--- src/sv/icb_pkg.sv ---
// package for the interval complement bitmap
// holds field widths, opcodes and the structs between the sequencer and the word unit
// no dependencies
package icb_pkg;

   localparam int POS_W  = 17;
   localparam int WORD_W = 32;
   localparam int BIT_W  = 5;
   localparam int WIDX_W = POS_W - BIT_W;

   localparam logic [1:0] OP_MARK     = 2'd0;
   localparam logic [1:0] OP_NEXT_GAP = 2'd1;
   localparam logic [1:0] OP_CLEAR    = 2'd2;

   typedef struct packed {
      logic [WORD_W-1:0] data;
      logic [BIT_W-1:0]  off;
      logic              target;
      logic [WIDX_W-1:0] word;
      logic [POS_W-1:0]  len;
      logic [BIT_W-1:0]  mask_lo;
      logic [BIT_W-1:0]  mask_hi;
   } unit_req_type;

   typedef struct packed {
      logic              hit;
      logic [POS_W-1:0]  pos;
      logic              last;
      logic [WORD_W-1:0] mask;
   } unit_rsp_type;

endpackage

--- src/sv/icb_word_unit.sv ---
// shared word unit: first-bit search within one bitmap word and mark mask generation
// depends on icb_pkg
module icb_word_unit import icb_pkg::*; (
   input  unit_req_type unit_req,
   output unit_rsp_type unit_rsp
);

   logic [WORD_W-1:0] vec;
   logic [BIT_W-1:0]  first;
   logic [POS_W-1:0]  pos;
   logic [POS_W:0]    word_end;

   always_comb begin
      vec   = (unit_req.target ? unit_req.data : ~unit_req.data)
              & ({WORD_W{1'b1}} << unit_req.off);
      first = '0;
      for (int i = WORD_W - 1; i >= 0; i--) begin
         if (vec[i]) begin
            first = BIT_W'(i);
         end
      end
      pos      = {unit_req.word, first};
      word_end = {({1'b0, unit_req.word} + (WIDX_W + 1)'(1)), {BIT_W{1'b0}}};

      unit_rsp.hit  = (|vec) && (pos < unit_req.len);
      unit_rsp.pos  = pos;
      unit_rsp.last = word_end >= {1'b0, unit_req.len};
      unit_rsp.mask = ({WORD_W{1'b1}} << unit_req.mask_lo)
                      & ({WORD_W{1'b1}} >> (BIT_W'(WORD_W - 1) - unit_req.mask_hi));
   end

endmodule

--- config.mk ---
export PLATFORM = sky130hd
export DESIGN_NAME = icb_word_unit
export DESIGN_NICKNAME = d
export VERILOG_FILES = /design/src/sv/icb_pkg.sv /design/src/sv/icb_word_unit.sv
export SDC_FILE = /design/constraint.sdc
export NUM_CORES = 1
export LEC_CHECK = 0
export ABC_AREA = 1
export BUFFER_PORTS_ARGS = -buffer_cell sky130_fd_sc_hd__buf_2
export CAP_MARGIN = 5
export CORE_MARGIN = 2
export CORE_UTILIZATION = 48
export DETAILED_ROUTE_END_ITERATION = 7
export GPL_TIMING_DRIVEN = 0
export MAX_ROUTING_LAYER = met4
export PLACE_DENSITY = 0.92
export RECOVER_POWER = 100
export SLEW_MARGIN = 20
export SYNTH_ARGS = -nofsm -noshare
export SYNTH_HDL_FRONTEND = slang
export SYNTH_SLANG_ARGS = --single-unit
--- constraint.sdc ---
create_clock -name vclk -period 8.5
set_input_delay 2.55 -clock vclk [all_inputs]
set_output_delay 2.55 -clock vclk [all_outputs]
set_load 0.01 [all_outputs]
* Yosys cells after proc, flatten, opt, wreduce, memory -nomap -nowiden *
Index checks and enable logic that the tools add are counted.

storage, ports and cells
  register bits after elaboration = 0
  input port bits = 77
  output and inout bits = 51
  word-level logic and storage cells = 45

cells by class
  add/subtract/negate cells = 2
  $lt $le $gt $ge = 2
  shifts and indexed selects = 3
  muxes and demuxes = 33
  bitwise logic cells = 3
  reductions and logical operators = 2

operators with widths
  cell                   count
  $mux 5                 32
  $and 32x32->32         2
  $shl 32x5->32 const A  2
  $mux 32                1
  $not 32->32            1
  $reduce_or 32->1       1
  $shr 32x5->32 const A  1
  $ge 18x17->1           1
  $lt 17x17->1           1
  $add 12x1->13 const B  1
  $sub 5x5->5 const A    1
  $logic_and 1x1->1      1

* Longest topological paths before layout *
Gate-level depths: netlist (run 1).

  depth after elaboration = 37
  depth in mapped cells = 38
  depth with buffers taken out = 37

* Least setup slack after synthesis (run 1) *
No wires, ideal clock.

  path kind = input to output
  from = input port unit_req[39] in the netlist's numbering
  to = output port unit_rsp[50] in the netlist's numbering
  arrival time = 5,661 ps
  data required time = 5,950 ps
  path slack = 289 ps
  stages = 21
  buffers on the path = 4
  path through = buf_4 inv_2 buf_2 clkbuf_1 clkbuf_1 a21oi_1 o211ai_1 nand2_1 nor2_1 nand2_1 nor3_1 ha_1 a21oi_1 o21ai_0 nand2_1 nand2_1 nand2_1 a21oi_1 a2111oi_0 o41ai_1 a21oi_1

RTL lines
  what             line                RTL
  start, declared  icb_word_unit.sv:4  input unit_req_type unit_req,
  end, declared    icb_word_unit.sv:5  output unit_rsp_type unit_rsp

==> results of run 1 <==
[where the power goes]
part           total [W]  switching, W  internal [W]
clock network          0             0             0
logic           0.000191      0.000113     0.0000777
registers              0             0             0
total           0.000191      0.000113     0.0000777
[path summary, 6_finish.rpt]
path	to	depth (start not counted)	from	slack (ns)
min	unit_rsp[3]	3	unit_req[7]	5.44
max	unit_rsp[50]	23	unit_req[40]	0.30
[layout make-up]
| cell class | instances | area, um2 | share of cell area |
|---|---|---|---|
| Buffer | 21 | 155 | 0.0486 |
| Inverter | 66 | 254 | 0.0795 |
| Multi-Input combinational cell | 346 | 2090 | 0.654 |
| Tap cell | 67 | 83.8 | 0.0263 |
| Timing Repair Buffer | 129 | 613 | 0.192 |
[cells in the mapped netlist, types with 2 or more instances]
cell                          n
sky130_fd_sc_hd__nand2_1    110
sky130_fd_sc_hd__inv_1       64
sky130_fd_sc_hd__nor2_1      51
sky130_fd_sc_hd__a21oi_1     30
sky130_fd_sc_hd__ha_1        29
sky130_fd_sc_hd__o21ai_0     19
sky130_fd_sc_hd__xnor2_1     16
sky130_fd_sc_hd__buf_4       15
sky130_fd_sc_hd__a211oi_1    12
sky130_fd_sc_hd__nand3_1     11
sky130_fd_sc_hd__xor2_1      10
sky130_fd_sc_hd__nor3_1       9
sky130_fd_sc_hd__clkbuf_1     6
sky130_fd_sc_hd__nand4_1      6
sky130_fd_sc_hd__o211ai_1     5
sky130_fd_sc_hd__a221oi_1     4
sky130_fd_sc_hd__o21a_1       4
sky130_fd_sc_hd__a31oi_1      3
sky130_fd_sc_hd__nand2_2      3
sky130_fd_sc_hd__o21ai_2      3
sky130_fd_sc_hd__or2_2        3
sky130_fd_sc_hd__a2111oi_0    2
sky130_fd_sc_hd__buf_2        2
sky130_fd_sc_hd__inv_2        2
sky130_fd_sc_hd__nor3b_1      2
[per-layer routing]
| metal | track usage | share of wire | up-vias |
|---|---|---|---|
| met1 | 0.299 | 0.41 | 1459 |
| li1 | - | - | 1682 |
| met3 | 0.0187 | 0.058 | 18 |
| met5 | - | 0 | - |
| met4 | 0.0437 | 0.011 | 0 |
| met2 | 0.496 | 0.52 | 148 |
[stage by stage]
step / cells / util / power (W) / setup TNS, ns
4_1_cts: 624 / 0.648 / 0.000180 / 0
5_1_grt: 629 / 0.667 / 0.000213 / -0.00297
3_3_place_gp: 626 / 0.650 / 0.000174 / -0.241
3_5_place_dp: 626 / 0.650 / 0.000180 / -0.328
2_1_floorplan: 435 / - / 0.000116 / 0
6_report: 629 / 0.667 / 0.000191 / 0
[layout by cell type, fill, tap and decap left out, types with 2 or more instances in the layout]
cell type,Yosys,layout
sky130_fd_sc_hd__a211oi_1,12,12
sky130_fd_sc_hd__a21oi_1,30,28
sky130_fd_sc_hd__a21oi_2,0,2
sky130_fd_sc_hd__a221oi_1,4,4
sky130_fd_sc_hd__a31oi_1,3,2
sky130_fd_sc_hd__buf_2,2,75
sky130_fd_sc_hd__buf_4,15,19
sky130_fd_sc_hd__buf_6,0,5
sky130_fd_sc_hd__clkbuf_1,6,49
sky130_fd_sc_hd__clkbuf_2,0,2
sky130_fd_sc_hd__ha_1,29,28
sky130_fd_sc_hd__inv_1,64,63
sky130_fd_sc_hd__nand2_1,110,106
sky130_fd_sc_hd__nand2_2,3,4
sky130_fd_sc_hd__nand2_4,0,3
sky130_fd_sc_hd__nand3_1,11,11
sky130_fd_sc_hd__nand4_1,6,6
sky130_fd_sc_hd__nor2_1,51,50
sky130_fd_sc_hd__nor2_4,1,2
sky130_fd_sc_hd__nor3_1,9,9
sky130_fd_sc_hd__nor3b_1,2,2
sky130_fd_sc_hd__o211ai_1,5,5
sky130_fd_sc_hd__o21a_1,4,4
sky130_fd_sc_hd__o21ai_0,19,14
sky130_fd_sc_hd__o21ai_1,0,5
sky130_fd_sc_hd__o21ai_2,3,3
sky130_fd_sc_hd__or2_2,3,3
sky130_fd_sc_hd__xnor2_1,16,16
sky130_fd_sc_hd__xor2_1,10,10
[cells by family after synthesis]
logic type / count (synthesis) / synth area share
compound gates: 89 / 0.234
xor+xnor: 27 / 0.101
fa+ha+maj: 29 / 0.151
buf+inv: 89 / 0.163
simple gates: 201 / 0.351
[what timing repair did]
action,in CTS,in global routing
gates resized for setup,0,40
hold endpoints to repair,0,0
gates cloned,0,0
endpoints found under the setup margin,1,1
setup buffers,0,5
pin swaps,0,13
==> run summary, run 1 <==
placeable core area -> 4790 um2
Post-Place Worst Slack -> -0.328 ns
final non-filler cell area -> 3190 um2
height of the chip -> 74.8 um
Avg Synthesized Cell Area -> 5.53 um2
register cell area after layout -> 0 um2
vias in the first global route -> 2,904
cell type with the highest aggregate area in the netlist -> sky130_fd_sc_hd__nand2_1
Buffers & Inverters on Critical Path -> 3
post-synthesis cell area -> 2400 um2
maxcap violations -> 0
time the final worst path needs with I/O delays and setup -> 8.20 ns
die outline area -> 5590 um2
Initial Utilization -> 0.502
sequential share of the synthesized area -> 0
filler cell count in the final layout -> 463
post-route worst setup slack -> 0.302 ns
Avg WL per Cell -> 12.4 um
count of standard-cell rows -> 25
total setup violations reported at the end of the flow -> 0
layout cells sized above 1 -> 0.228
cell types with the largest area share after synthesis -> sky130_fd_sc_hd__nand2_1, sky130_fd_sc_hd__ha_1, sky130_fd_sc_hd__inv_1, sky130_fd_sc_hd__nor2_1, sky130_fd_sc_hd__a21oi_1
critical path launch point type -> input port
Avg Vias per Cell -> 5.26
Max rail drop VDD -> 0.0000343 V
net count after synthesis -> 541
PwrDens -> 59.8 nW/um2
largest driver fanout on the critical path -> 4
share of the synthesized area in the top cell type -> 0.172
drc violations -> 0
count of sequential standard cells -> 0
Remaining Overflow, GRT -> 0
total number of yosys warnings -> 0
clkbuf count -> 0
layout-stage area growth over the synthesis result -> 32.8%
leakage power summed over all cells -> 1.75 nW
half-perimeter wire length of the detailed placement result -> 6.69 mm
CP delay by family, top -> compound AO/OA/AOI/OAI gates
Worst Path Required -> 5.95 ns
routed vias -> 3,307
nets -> 670
gate count after technology mapping -> 435
largest stage delay on the critical path -> 0.33 ns
Hold Slack -> 5.44 ns
Die Span X -> 74.8 um
Arrival @ worst endpoint -> 5.65 ns
DRT antenna net count -> 0
most frequent CP cell -> sky130_fd_sc_hd__nand2_1
final number of hold-violating endpoints -> 0
status -> complete, no violations
combined global-route utilization of all metal layers -> 0.260
Post-Place Cell Area -> 3110 um2
Netlist cell types -> 39
path type of the worst min-delay path -> input port to output port
gp weighted congestion -> 0.968
CTS Hold Bufs -> 0
detailed router's first-iteration violation count -> 175
total of buffers placed on input and output ports -> 124
I/O Pins -> 128
timing-limited maximum frequency -> 122 MHz
category of the critical setup timing path -> input port to output port
nature of the critical path endpoint -> output port
Worst Tran Pin Value -> 0.469 ns
headroom to the max-slew limit -> 0.679
diodes inserted -> 0
largest net degree at the start of global routing -> 29
Detailed Route WL -> 7.81 mm
post-route clock period utilization -> 0.964
antenna violations before repair -> 0
wire length of the first global-routing pass -> 11.7 mm
detailed-routing iteration count for the pre-antenna-repair pass -> 5
final count of pins violating max slew -> 0
series of cell instances along the critical path -> buf_2 -> nand2_4 -> nand2_4 -> nand2_2 -> o21ai_2 -> nand2_2 -> buf_4 -> o31ai_1 -> nand2_1 -> nand2_1 -> nand2_1 -> a21boi_0 -> ha_1 -> a21oi_2 -> o21ai_1 -> nand2_1 -> nand2_1 -> nand2_1 -> a21oi_2 -> a2111oi_4 -> o41ai_2 -> a21oi_1 -> clkbuf_2
Critical Path Slowest Stage Cell -> sky130_fd_sc_hd__a2111oi_4
No activity file was read; power rests on OpenSTA's default activity.
==> run 2, diff against run 1 <==
- CORE_ASPECT_RATIO: not set -> 1.1
- RECOVER_POWER: 100 -> not set
==> run 2 against run 1 <==
Against the previous run:
- sequential share of layout area did not move
- die area about the same
- non-clock buffer count down 1
- via count grew 1.4%
- utilization shrank 1.0 points
- worst hold slack worse by 0.019 ns
- global-route usage down 0.66 points
- cell area up 1.5%
- critical endpoint unchanged
==> run summary, run 2 (synthesis results as in run 1) <==
timing-limited maximum frequency -> 123 MHz (was 122 MHz)
Die Span X -> 71.5 um (was 74.8 um)
height of the chip -> 78.2 um (was 74.8 um)
final number of hold-violating endpoints -> 0 (unchanged)
final count of pins violating max slew -> 0 (unchanged)
CP delay by family, top -> simple AND/OR/NAND/NOR gates (was compound AO/OA/AOI/OAI gates)
largest stage delay on the critical path -> 0.36 ns (was 0.33 ns)
drc violations -> 0 (unchanged)
clkbuf count -> 0 (unchanged)
gp weighted congestion -> 0.963 (was 0.968)
Avg Vias per Cell -> 5.42 (was 5.26)
path type of the worst min-delay path -> input port to output port (unchanged)
die outline area -> 5590 um2 (about the same)
Max rail drop VDD -> 0.0000303 V (was 0.0000343 V)
final cell utilization of the core -> 0.657 (was 0.667)
detailed router's first-iteration violation count -> 216 (was 175)
unrepaired setup endpoints after global routing -> false
series of cell instances along the critical path -> buf_6 -> inv_2 -> buf_6 -> clkbuf_2 -> or2_2 -> nand4_1 -> nand2_1 -> nor2_1 -> nand2_1 -> nor3_2 -> ha_1 -> a21oi_1 -> o21ai_0 -> nand2_1 -> nand2_1 -> nand2_1 -> a21oi_2 -> a2111oi_4 -> o41ai_2 -> a21oi_1 -> buf_2 (was buf_2 -> nand2_4 -> nand2_4 -> nand2_2 -> o21ai_2 -> nand2_2 -> buf_4 -> o31ai_1 -> nand2_1 -> nand2_1 -> nand2_1 -> a21boi_0 -> ha_1 -> a21oi_2 -> o21ai_1 -> nand2_1 -> nand2_1 -> nand2_1 -> a21oi_2 -> a2111oi_4 -> o41ai_2 -> a21oi_1 -> clkbuf_2)
detailed-routing iteration count for the pre-antenna-repair pass -> 5 (unchanged)
antenna violations before repair -> 0 (unchanged)
leakage power summed over all cells -> 1.90 nW (was 1.75 nW)
critical hold path startpoint -> unit_req[35] (was unit_req[7])
Arrival @ worst endpoint -> 5.58 ns (was 5.65 ns)
PwrDens -> 59.1 nW/um2 (was 59.8 nW/um2)
largest net degree at the start of global routing -> 20 (was 29)
maxcap violations -> 0 (unchanged)
placeable core area -> 4930 um2 (was 4790 um2)
status -> complete, no violations (unchanged)
DRT antenna net count -> 0 (unchanged)
Hold Slack -> 5.42 ns (was 5.44 ns)
nets -> 669 (was 670)
layout-stage area growth over the synthesis result -> 34.8% (was 32.8%)
Detailed Route WL -> 7.40 mm (was 7.81 mm)
headroom to the max-slew limit -> 0.695 (was 0.679)
Buffers & Inverters on Critical Path -> 5 (was 3)
overall power -> 0.000191 W (about the same)
start point of the critical path -> unit_req[39] (was unit_req[40])
most frequent cells in the layout -> sky130_fd_sc_hd__buf_2, sky130_fd_sc_hd__nand2_1, sky130_fd_sc_hd__inv_1, sky130_fd_sc_hd__nor2_1, sky130_fd_sc_hd__ha_1 (was sky130_fd_sc_hd__nand2_1, sky130_fd_sc_hd__buf_2, sky130_fd_sc_hd__inv_1, sky130_fd_sc_hd__nor2_1, sky130_fd_sc_hd__clkbuf_1)
critical path launch point type -> input port (unchanged)
count of standard-cell rows -> 27 (was 25)
post-route clock period utilization -> 0.956 (was 0.964)
combined global-route utilization of all metal layers -> 0.253 (was 0.260)
Initial Utilization -> 0.488 (was 0.502)
CTS Hold Bufs -> 0 (unchanged)
total setup violations reported at the end of the flow -> 0 (unchanged)
most frequent CP cell -> sky130_fd_sc_hd__nand2_1 (unchanged)
diodes inserted -> 0 (unchanged)
time the final worst path needs with I/O delays and setup -> 8.13 ns (was 8.20 ns)
endpoint of the worst hold path -> unit_rsp[46] (was unit_rsp[3])
category of the critical setup timing path -> input port to output port (unchanged)
most common cell after layout, fill and taps aside -> sky130_fd_sc_hd__buf_2 (was sky130_fd_sc_hd__nand2_1)
half-perimeter wire length of the detailed placement result -> 6.25 mm (was 6.69 mm)
register cell area after layout -> 0 um2 (unchanged)
Critical Path Slowest Stage Cell -> sky130_fd_sc_hd__a2111oi_4 (unchanged)
instance count along the most critical hold path -> 3 (unchanged)
I/O Pins -> 128 (unchanged)
Worst Tran Pin Value -> 0.458 ns (was 0.469 ns)
count of sequential standard cells -> 0 (unchanged)
wire length of the first global-routing pass -> 12.0 mm (was 11.7 mm)
largest driver fanout on the critical path -> 19 (was 4)
Remaining Overflow, GRT -> 0 (unchanged)
Avg WL per Cell -> 11.9 um (was 12.4 um)
total of buffers placed on input and output ports -> 124 (unchanged)
routed vias -> 3,352 (was 3,307)
vias in the first global route -> 2,940 (was 2,904)
nature of the critical path endpoint -> output port (unchanged)
Worst Path Required -> 5.95 ns (about the same)
layout cells sized above 1 -> 0.314 (was 0.228)
run 2: stage by stage:
step / instance area [um2] / instances / setup WS (ns) / TNS (ns)
final: 3240 / 619 / 0.375 / 0
after global routing: 3240 / 619 / 0.00113 / 0
after CTS: 3100 / 616 / 0.0825 / 0
after detailed placement: 3100 / 617 / -0.239 / -0.239
after global placement: 3100 / 617 / -0.232 / -0.232
after floorplan: 2400 / 435 / 0.289 / 0
run 2: area by class of cell:
| class | instances | area, um2 |
|---|---|---|
| Multi-Input combinational cell | 346 | 2100 |
| Fill cell | 465 | 1690 |
| Inverter | 66 | 251 |
| Tap cell | 58 | 72.6 |
| Timing Repair Buffer | 127 | 664 |
| Buffer | 22 | 156 |
run 2: what timing repair did:
action                     4_1_cts  5_1_grt
hold endpoints to repair         0        0
setup endpoints to repair        1        1
resized for setup                1       37
buffers inserted                 0        3
pin swaps                        0        6
run 2: worst min-delay path: cells and delay by family:
kind                   cells  cell delay [ns]
buffers and inverters      3             0.32
run 2: power by group:
part	switching [W]	internal [W]	total [W]	leakage, nW
clock	0	0	0	0
sequential	0	0	0	0
combinational	0.000111	0.0000808	0.000191	1.90
total	0.000111	0.0000808	0.000191	1.90
run 2: how the worst max path moves through the flow:
stage / endpoint / slack (ns) / cells after the start
finish: unit_rsp[50] / 0.37 / 21
global route: unit_rsp[50] / 0.001 / 27
CTS: unit_rsp[50] / 0.08 / 21
detailed placement: unit_rsp[50] / -0.24 / 22
global placement: unit_rsp[50] / -0.23 / 22
floorplan: unit_rsp[50] / 0.29 / 21
run 2: per-layer routing:
layer	GRT usage	wire length (um)
met5	-	0
met4	0.0642	138
met3	0.0180	560
met2	0.469	3890
met1	0.291	2810
==> run 3, diff against run 2 <==
- CORE_UTILIZATION: 48 -> 40
- PLACE_DENSITY: 0.92 -> 0.8
==> run 3 against run 2 <==
Against the previous run:
- total power is 5.8% lower
- setup slack better by 0.038 ns
- critical path depth is 1 lower
- combinational power is 6% lower
- final cell count is 2.6% higher
- via count is 3.7% lower
- first-iteration DRC count is 21% lower
- clock-buffer cell count stayed put
- global-route usage is 4.1 points lower
==> run summary, run 3 (synthesis results as in run 1) <==
total of buffers placed on input and output ports -> 124 (unchanged)
clkbuf count -> 0 (unchanged)
category of the critical setup timing path -> input port to output port (unchanged)
Post-Place Worst Slack -> -0.139 ns (was -0.239 ns)
antenna violations before repair -> 0 (unchanged)
Non-Filler Instances -> 635 (was 619)
detailed-routing iteration count for the pre-antenna-repair pass -> 5 (unchanged)
Post-Place Cell Area -> 3120 um2 (was 3100 um2)
PwrDens -> 57.4 nW/um2 (was 59.1 nW/um2)
count of standard-cell rows -> 29 (was 27)
Worst Path Required -> 5.95 ns (about the same)
nets -> 666 (was 669)
post-route worst setup slack -> 0.413 ns (was 0.375 ns)
most frequent cells in the layout -> sky130_fd_sc_hd__buf_2, sky130_fd_sc_hd__nand2_1, sky130_fd_sc_hd__inv_1, sky130_fd_sc_hd__nor2_1, sky130_fd_sc_hd__a21oi_1 (was sky130_fd_sc_hd__buf_2, sky130_fd_sc_hd__nand2_1, sky130_fd_sc_hd__inv_1, sky130_fd_sc_hd__nor2_1, sky130_fd_sc_hd__ha_1)
Avg Vias per Cell -> 5.09 (was 5.42)
diodes inserted -> 0 (unchanged)
die outline area -> 6650 um2 (was 5590 um2)
gp weighted congestion -> 0.955 (was 0.963)
Die Span X -> 77.9 um (was 71.5 um)
time the final worst path needs with I/O delays and setup -> 8.09 ns (was 8.13 ns)
vias in the first global route -> 2,983 (was 2,940)
count of sequential standard cells -> 0 (unchanged)
height of the chip -> 85.3 um (was 78.2 um)
layout-stage area growth over the synthesis result -> 30.6% (was 34.8%)
critical path launch point type -> input port (unchanged)
number of instances in the placed design -> 636 (was 617)
final number of hold-violating endpoints -> 0 (unchanged)
timing-limited maximum frequency -> 124 MHz (was 123 MHz)
status -> complete, no violations (unchanged)
half-perimeter wire length of the detailed placement result -> 6.36 mm (was 6.25 mm)
path type of the worst min-delay path -> input port to output port (unchanged)
filler cell count in the final layout -> 582 (was 465)
leakage power summed over all cells -> 1.86 nW (was 1.90 nW)
Remaining Overflow, GRT -> 0 (unchanged)
largest net degree at the start of global routing -> 20 (unchanged)
Initial Utilization -> 0.414 (was 0.488)
total setup violations reported at the end of the flow -> 0 (unchanged)
DRT antenna net count -> 0 (unchanged)
placeable core area -> 5810 um2 (was 4930 um2)
post-route clock period utilization -> 0.951 (was 0.956)
register cell area after layout -> 0 um2 (unchanged)
Max rail drop VDD -> 0.0000291 V (was 0.0000303 V)
start point of the critical path -> unit_req[39] (unchanged)
final cell utilization of the core -> 0.541 (was 0.657)
final count of pins violating max slew -> 0 (unchanged)
I/O Pins -> 128 (unchanged)
largest driver fanout on the critical path -> 19 (unchanged)
maxcap violations -> 0 (unchanged)
critical hold path startpoint -> unit_req[35] (unchanged)
final non-filler cell area -> 3140 um2 (was 3240 um2)
wire length of the first global-routing pass -> 11.9 mm (was 12.0 mm)
Arrival @ worst endpoint -> 5.54 ns (was 5.58 ns)
Worst Tran Pin Value -> 0.454 ns (was 0.458 ns)
Avg WL per Cell -> 11.3 um (was 11.9 um)
nature of the critical path endpoint -> output port (unchanged)
Hold Slack -> 5.42 ns (about the same)
Detailed Route WL -> 7.18 mm (was 7.40 mm)
headroom to the max-slew limit -> 0.698 (was 0.695)
layout cells sized above 1 -> 0.290 (was 0.314)
drc violations -> 0 (unchanged)
detailed router's first-iteration violation count -> 171 (was 216)
unrepaired setup endpoints after global routing -> false (unchanged)
routed vias -> 3,229 (was 3,352)
combined global-route utilization of all metal layers -> 0.212 (was 0.253)
most common cell after layout, fill and taps aside -> sky130_fd_sc_hd__buf_2 (unchanged)
-- run 3: critical path: stages --
cell	delay (ns)
sky130_fd_sc_hd__buf_4	0.17
sky130_fd_sc_hd__inv_2	0.05
sky130_fd_sc_hd__buf_2	0.21
sky130_fd_sc_hd__clkbuf_2	0.21
sky130_fd_sc_hd__or2_2	0.30
sky130_fd_sc_hd__nand4_1	0.13
sky130_fd_sc_hd__nand2_1	0.07
sky130_fd_sc_hd__nor2_1	0.11
sky130_fd_sc_hd__a21boi_0	0.28
sky130_fd_sc_hd__ha_1	0.31
sky130_fd_sc_hd__a21oi_1	0.15
sky130_fd_sc_hd__o21ai_0	0.09
sky130_fd_sc_hd__nand2_1	0.06
sky130_fd_sc_hd__nand2_1	0.04
sky130_fd_sc_hd__nand2_1	0.05
sky130_fd_sc_hd__a21oi_1	0.08
sky130_fd_sc_hd__a2111oi_2	0.23
sky130_fd_sc_hd__o41ai_1	0.15
sky130_fd_sc_hd__a21oi_1	0.15
sky130_fd_sc_hd__buf_2	0.15
-- run 3: final timing paths --
kind / to / cells past startpoint
worst max-delay path: unit_rsp[50] / 20
worst min-delay path: unit_rsp[46] / 3
-- run 3: layout make-up --
class	count	area [um2]	share of cell area
inverters	66	248	0.0789
multi-input cells	346	2030	0.647
repair buffers	124	621	0.198
well taps	77	96.3	0.0307
plain buffers	22	143	0.0454
-- run 3: stage by stage --
| stage | power, W | setup TNS [ns] |
|---|---|---|
| after CTS | 0.000179 | 0 |
| after global routing | 0.000204 | 0 |
| after floorplan | 0.000116 | 0 |
| after global placement | 0.000175 | -0.207 |
| after detailed placement | 0.000178 | -0.139 |
| final | 0.000180 | 0 |
-- run 3: per-layer routing --
metal  GRT usage  part of all wire
met4      0.0654             0.026
met3      0.0106             0.073
met1       0.250              0.42
met2       0.386              0.48
met5           -                 0
-- run 3: report_power, final --
part	total [W]	internal (W)	switching (W)
clock	0	0	0
combinational	0.000180	0.0000755	0.000105
sequential	0	0	0
-- run 3: what timing repair did --
| action | CTS | global route |
|---|---|---|
| gates resized for setup | 1 | 7 |
| setup buffers | 0 | 0 |
| setup endpoints to repair | 1 | 1 |
| hold buffers | 0 | 0 |
